## src/rtl/fsu_pkg.sv

```systemverilog
// Shared types and constants of the Forth data-stack unit.
// Used by fsu_cell_ram, fsu_walker and forth_stack_unit_top; depends on nothing.
package fsu_pkg;

   // Default stack capacity in cells.
   localparam int unsigned STACK_CELLS_DEF = 256;

   // Fixed field widths.
   localparam int CELL_W   = 32;
   localparam int KIND_W   = 3;
   localparam int STATUS_W = 2;

   // Minimum depths that OVER and ROT need before they run.
   localparam int OVER_MIN = 2;
   localparam int ROT_MIN  = 3;

   // Command codes; the two remaining codes are unimplemented words.
   typedef enum logic [KIND_W-1:0] {
      KIND_PUSH  = 3'd0,
      KIND_DEPTH = 3'd1,
      KIND_ROLL  = 3'd2,
      KIND_OVER  = 3'd3,
      KIND_PICK  = 3'd4,
      KIND_ROT   = 3'd5
   } kind_type;

   // Result status codes.
   typedef enum logic [STATUS_W-1:0] {
      STATUS_OK       = 2'd0,
      STATUS_NEG_PICK = 2'd1,
      STATUS_UNIMPL   = 2'd2,
      STATUS_OVERFLOW = 2'd3
   } status_type;

   // Sequencer states.
   typedef enum logic [3:0] {
      S_IDLE,
      S_PUSH,
      S_LIFT,
      S_OVER_RD,
      S_OVER_WR,
      S_ROT_RDA,
      S_ROT_RDB,
      S_ROT_WRB,
      S_ROT_WRC,
      S_PICK_WR,
      S_ROLL_RD,
      S_ROLL_SAVE,
      S_ROLL_WALK,
      S_ROLL_PUT,
      S_TOP_RD,
      S_TOP_CAP
   } state_type;

   // Command from the sequencer to the block-move walker.
   typedef struct packed {
      logic start;
      logic ascend;
   } walk_ctl_type;

   // Memory port enables driven by the walker.
   typedef struct packed {
      logic rd_en;
      logic wr_en;
   } ram_en_type;

endpackage

```

## src/rtl/fsu_walker.sv

```systemverilog
// Block-move walker: copies a run of cells one address a cycle, reading the
// source at a fixed gap above or below the destination, zero below entry 0.
// Depends on fsu_pkg for the control structs and the cell width.
module fsu_walker #(
   parameter int AW = $clog2(fsu_pkg::STACK_CELLS_DEF),
   parameter int DW = $clog2(fsu_pkg::STACK_CELLS_DEF + 1)
) (
   input  logic                       clock,
   input  logic                       reset,
   input  fsu_pkg::walk_ctl_type      ctl,
   input  logic [AW-1:0]              first_addr,
   input  logic [DW-1:0]              cells,
   input  logic [DW-1:0]              gap,
   output logic                       busy,
   output fsu_pkg::ram_en_type        ram_en,
   output logic [AW-1:0]              rd_addr,
   output logic [AW-1:0]              wr_addr,
   input  logic [fsu_pkg::CELL_W-1:0] rd_data,
   output logic [fsu_pkg::CELL_W-1:0] wr_data
);

   logic [AW-1:0] dst_ff,      dst_in;
   logic [DW-1:0] left_ff,     left_in;
   logic          asc_ff,      asc_in;
   logic [DW-1:0] gap_ff,      gap_in;
   logic          wr_pend_ff,  wr_pend_in;
   logic [AW-1:0] wr_addr_ff,  wr_addr_in;
   logic          wr_zero_ff,  wr_zero_in;

   logic          issuing;
   logic          src_ok;
   logic [DW-1:0] src_up;
   logic [DW-1:0] src_down;

   // Source address: the gap above the destination, or below it.
   assign issuing  = (left_ff != '0);
   assign src_up   = DW'(dst_ff) + gap_ff;
   assign src_down = DW'(dst_ff) - gap_ff;
   assign src_ok   = asc_ff || (DW'(dst_ff) >= gap_ff);

   // Read one source a cycle; write it back in the cycle after.
   always_comb begin
      dst_in     = dst_ff;
      left_in    = left_ff;
      asc_in     = asc_ff;
      gap_in     = gap_ff;
      wr_pend_in = issuing;
      wr_addr_in = dst_ff;
      wr_zero_in = !src_ok;
      if (ctl.start) begin
         dst_in  = first_addr;
         left_in = cells;
         asc_in  = ctl.ascend;
         gap_in  = gap;
      end else if (issuing) begin
         dst_in  = asc_ff ? (dst_ff + AW'(1)) : (dst_ff - AW'(1));
         left_in = left_ff - DW'(1);
      end
   end

   always_ff @(posedge clock) begin
      if (reset) begin
         left_ff    <= '0;
         wr_pend_ff <= 1'b0;
      end else begin
         left_ff    <= left_in;
         wr_pend_ff <= wr_pend_in;
      end
   end

   always_ff @(posedge clock) begin
      dst_ff     <= dst_in;
      asc_ff     <= asc_in;
      gap_ff     <= gap_in;
      wr_addr_ff <= wr_addr_in;
      wr_zero_ff <= wr_zero_in;
   end

   // Memory port.
   assign ram_en.rd_en = issuing && src_ok;
   assign ram_en.wr_en = wr_pend_ff;
   assign rd_addr      = asc_ff ? AW'(src_up) : AW'(src_down);
   assign wr_addr      = wr_addr_ff;
   assign wr_data      = wr_zero_ff ? '0 : rd_data;
   assign busy         = issuing || wr_pend_ff;

endmodule

```

## config.mk

```make
export PLATFORM = sky130hd
export DESIGN_NAME = fsu_walker
export DESIGN_NICKNAME = d
export VERILOG_FILES = /design/src/rtl/fsu_pkg.sv /design/src/rtl/fsu_walker.sv
export SDC_FILE = /design/constraint.sdc
export NUM_CORES = 1
export LEC_CHECK = 0
export BUFFER_PORTS_ARGS = -buffer_cell sky130_fd_sc_hd__buf_2
export CORE_ASPECT_RATIO = 1.1
export CORE_UTILIZATION = 50
export DETAILED_ROUTE_END_ITERATION = 12
export PLACE_DENSITY = 0.85
export SYNTH_ARGS = -nofsm -noshare
export SYNTH_HDL_FRONTEND = slang
export SYNTH_SLANG_ARGS = --single-unit
```

## constraint.sdc

```tcl
create_clock -name clock -period 4.6 [get_ports clock]
set_input_delay 0 -clock clock [delete_from_list [all_inputs] [get_ports clock]]
set_output_delay 0 -clock clock [all_outputs]
set_load 0.02 [all_outputs]
```

# Word-level counts from Yosys, hierarchy flattened

Cells that the tools add are included.

Logic and storage cells: 26
Flip-flop bits (word level): 37
Latch bits: 0
ROM bits: 0
Input bits: 62
Memory bits (writable): 0
Memories kept: 0

$add $sub $neg: 5
Shifts and indexed selects: 0
Mux-type cells: 7
Divide/modulo/power cells: 0
Reductions and logical operators: 6
Equal/unequal tests: 0
Multipliers: 0
Bitwise gates (word level): 0
$lt $le $gt $ge: 1

Operators with widths:

| kind                                                                | number |
|---|---|
| 32-bit 2-to-1 mux                                                   | 1 |
| 8-bit 2-to-1 mux                                                    | 4 |
| 9-bit 2-to-1 mux                                                    | 2 |
| 8-bit by 9-bit >= comparator with 1-bit output                      | 1 |
| 9-bit nonzero test                                                  | 1 |
| 9-bit by 1-bit subtractor with 9-bit output (second input constant) | 1 |
| 8-bit by 1-bit adder with 8-bit output (second input constant)      | 1 |
| 8-bit adder                                                         | 1 |
| 8-bit by 1-bit subtractor with 8-bit output (second input constant) | 1 |
| 8-bit subtractor                                                    | 1 |
| 1-bit logical OR                                                    | 2 |
| 2-bit nonzero test                                                  | 1 |
| 1-bit logical AND                                                   | 1 |
| 1-bit zero test                                                     | 1 |

# Depth between registers and ports, before layout

Depth in word-level cells: 4
Depth in mapped cells: 10
Depth with buffers taken out: 10

# Worst setup path after synthesis

OpenSTA, ideal clock, no wires.

Path kind: reg-to-output
Start: register asc_ff
End: output rd_addr[6]
Stages on the path, launching flop included: 9
Slack: 2.352 ns
Arrival: 2.248 ns
Cells stage by stage: edfxtp_1 -> clkbuf_1 -> mux2_2 -> fa_1 -> a21o_1 -> a21oi_1 -> o21bai_1 -> a21oi_1 -> xnor2_1

Cells in the longest elaborated chain, start to end: 1

RTL lines:

| what                   | line             | source |
|---|---|---|
| start, declared        | fsu_walker.sv:24 | `logic asc_ff, asc_in;` |
| start signal, assigned | fsu_walker.sv:73 | `asc_ff <= asc_in;` |
| 8-bit 2-to-1 mux       | fsu_walker.sv:82 | `assign rd_addr = asc_ff ? AW'(src_up) : AW'(src_down);` |
| end, declared          | fsu_walker.sv:16 | `output logic [AW-1:0] rd_addr,` |

Every way passes these cells.

# Final worst setup path

Start: register gap_ff[1]
End: output rd_addr[6]

Cells in the longest elaborated chain, start to end: 2
Elaborated cells on any way between the ends: 3
Classes of those cells: add/sub: 2; mux: 1

RTL lines:

| what                                                   | line                               | source |
|---|---|---|
| start, declared                                        | fsu_walker.sv:25                   | `logic [DW-1:0] gap_ff, gap_in;` |
| start signal, assigned                                 | fsu_walker.sv:74                   | `gap_ff <= gap_in;` |
| 8-bit subtractor / 8-bit adder (equally long branches) | fsu_walker.sv:38, fsu_walker.sv:37 |  |
| 8-bit 2-to-1 mux (*)                                   | fsu_walker.sv:82                   |  |

Mark *: on every way between the ends. The rest lies on a longest branch, timed or not.

==> results.cfg <==
[run_status]
status = finished clean

[routing]
viasPerCell = 4.91
vias = 2180
wire_per_inst_microns = 12.6
drt_wl_total_microns = 5600
drtIter0Drc = 59
drc = 0
ant_nets = 0
firstDrtPassIters = 4

[sta]
hold_viol = 0
rsz0062_at_grt = no
fin_skew_ps = 11.0
setup_viol = 0
drv_slew = 0
post-route-min-period_ps = 2710
whs_ps = 6.78
relSlewSlack_pct = 33.7
setup_tns_ps = 0
period_share_pct = 58.9
tightest_slew_ps = 994
clock.fmax_ghz = 0.369

[synth]
async_reset_ff_share_pct = 0
ys_seq_elements = 37
postSynthCellCount = 252
yosys.area.top_type_share_pct = 22.6
syn_area_per_cell_sq_um = 9.48
yosysUniqueCellTypes = 40
synth_area_leaders = edfxtp_1, dfxtp_1, ha_1
synth_fa_ha_area_share_pct = 13.7
synth_top_cells_by_count = nor2b_1, ha_1, xnor2_1
muxShareOfSynthArea_pct = 1.78
yosysWarnings = 0
synth_compound_area_share_pct = 12.8
synth-xor-area-share_pct = 9.16
yosys_most_used_dff = dfxtp_1
syn_nets = 339
synth_top_family_by_area = simple AND/OR/NAND/NOR gates
synth_largest_area_cell = edfxtp_1
yosysMostFrequentCell = nor2b_1
ys_seq_area_share_pct = 38.5
synth_edf_count = 18
synth-simple-area-share_pct = 19.4
syn_area_sq_um = 2390

[worst_hold_path]
min_path_type = in2reg
hold_path_startpoint = first_addr[3]
min_to = dst_ff[3]
hold_depth = 3

[die]
coreArea_sq_um = 4620
dieArea_sq_um = 5060
start_util_pct = 51.7
die_w_microns = 67.9
pin_count = 113
fp.dieH_microns = 74.5
rows = 26

[place]
portBuffers = 112
dp_hpwl_microns = 4280
dp.cells = 410
gp_congestion = 0.801

[cts]
root_buffer = clkbuf_8
cts_buffers = 5
h-tree-depth = 2
clkTransAtPathRegs_ps = 70
cts_tree = built
clk_latency_ps = 290
clockBufferDepth = 2
clkSinkCount = 37
ctsResizeCount = 0

[setup_path]
reg2reg_slack_ps = 2220
worstReg2RegStart = left_ff[0]
critical_path_class = reg2out
setup.worst_path.start_class = flip-flop
reg2regPathDepth = 8
rr_endpoint = left_ff[1]
cp.arrival_ps = 2710
cp_max_fo = 3
cp-end-kind = output pin
cp_data_required_time_ps = 4600

[flow_run]
maxCapViolCount = 0

[final_layout]
area_growth_pct = 39.9
diodes = 0
instances_no_fill = 444
drive_above_1_share_pct = 32.5
fin_nets = 474

[global_route]
antenna_found_initial = 0
grt_use_total_pct = 22.7
grt.overflow.total = 0
grt_first_pass_wirelength_microns = 8610
first_global_vias = 2055
grt_max_degree = 44

[power]
irDropWorstVdd_v = 0.000232
power.density_nw_per_um2 = 541
p_leak_uw = 0.00161
[cell families after synthesis]
logic type / after synthesis
xor+xnor: 25
mux: 4
simple gates: 82
compound gates: 51
flops: 37
buf+inv: 28
fa+ha+maj: 25
[routing by layer]
metal | GRT usage [%] | wire, microns
met2 | 41.0 | 2910
met3 | 4.60 | 227
met1 | 26.7 | 2390
met4 | 6.94 | 70
met5 | 0 | 0
[stage by stage]
| step | util [%] | worst slack [ps] | instance area [sq um] | power [uW] |
|---|---|---|---|---|
| 3_5_place_dp | 64.5 | 2180 | 2980 | 1530 |
| 2_1_floorplan | - | 2350 | 2390 | 1240 |
| 6_report | 72.4 | 1890 | 3340 | 1810 |
| 4_1_cts | 72.4 | 1860 | 3340 | 1820 |
| 3_3_place_gp | 64.5 | 2230 | 2980 | 1490 |
| 5_1_grt | 72.4 | 1690 | 3340 | 1960 |
[worst max-delay path by stage]
stage                     startpoint         end  slack, ps  cells past startpoint
after floorplan               asc_ff  rd_addr[6]       2350                      8
after global placement     gap_ff[0]  rd_addr[6]       2230                     10
after detailed placement   gap_ff[0]  rd_addr[6]       2180                     10
after CTS                  gap_ff[0]  rd_addr[6]       1860                     10
after global routing       gap_ff[0]  rd_addr[6]       1690                     10
final                      gap_ff[1]  rd_addr[6]       1890                     10
[layout make-up]
type	count	area, sq um
clock inverters	2	33.8
clock buffers	6	72.6
well taps	56	70.1
flip-flops and latches	37	921
fillers	356	1270
multi-input cells	187	1360
repair buffers	138	821
inverters	18	67.6
[worst max-delay path: stages, from the launching register on]
cell and delay [ps]:
edfxtp_1 420, inv_1 110, ha_1 230, mux2_2 290, fa_1 440, a21o_1 170
a21oi_1 210, o21bai_1 80, a21oi_1 170, xnor2_1 130, buf_2 180
[cells in the final DEF, fill, tap and decap left out, drive strengths merged, types with 16 or more instances in the layout]
cell,instances
a21oi,19
buf,112
dfxtp,19
dlygate4sd3,26
edfxtp,18
ha,23
inv,18
nand2,16
nor2b,35
xnor2,20
[sequential cells by signal (all words and copies together), names as in the netlist]
| register | flops |
|---|---|
| gap_ff | 9 |
| left_ff | 9 |
| dst_ff | 8 |
| wr_addr | 8 |
| asc_ff | 1 |
| wr_pend_ff | 1 |
| wr_zero_ff | 1 |
[timing repair]
item | in CTS | in global routing
hold endpoints to repair | 23 | 0
hold buffers | 26 | 0
buffers inserted | 0 | 0
[report_power, final]
part / internal [uW] / switching, uW / total (uW)
clock network: 160 / 108 / 268
logic: 424 / 576 / 1000
registers: 439 / 102 / 541
total: 1020 / 785 / 1810
No activity file was read; power rests on OpenSTA's default activity.
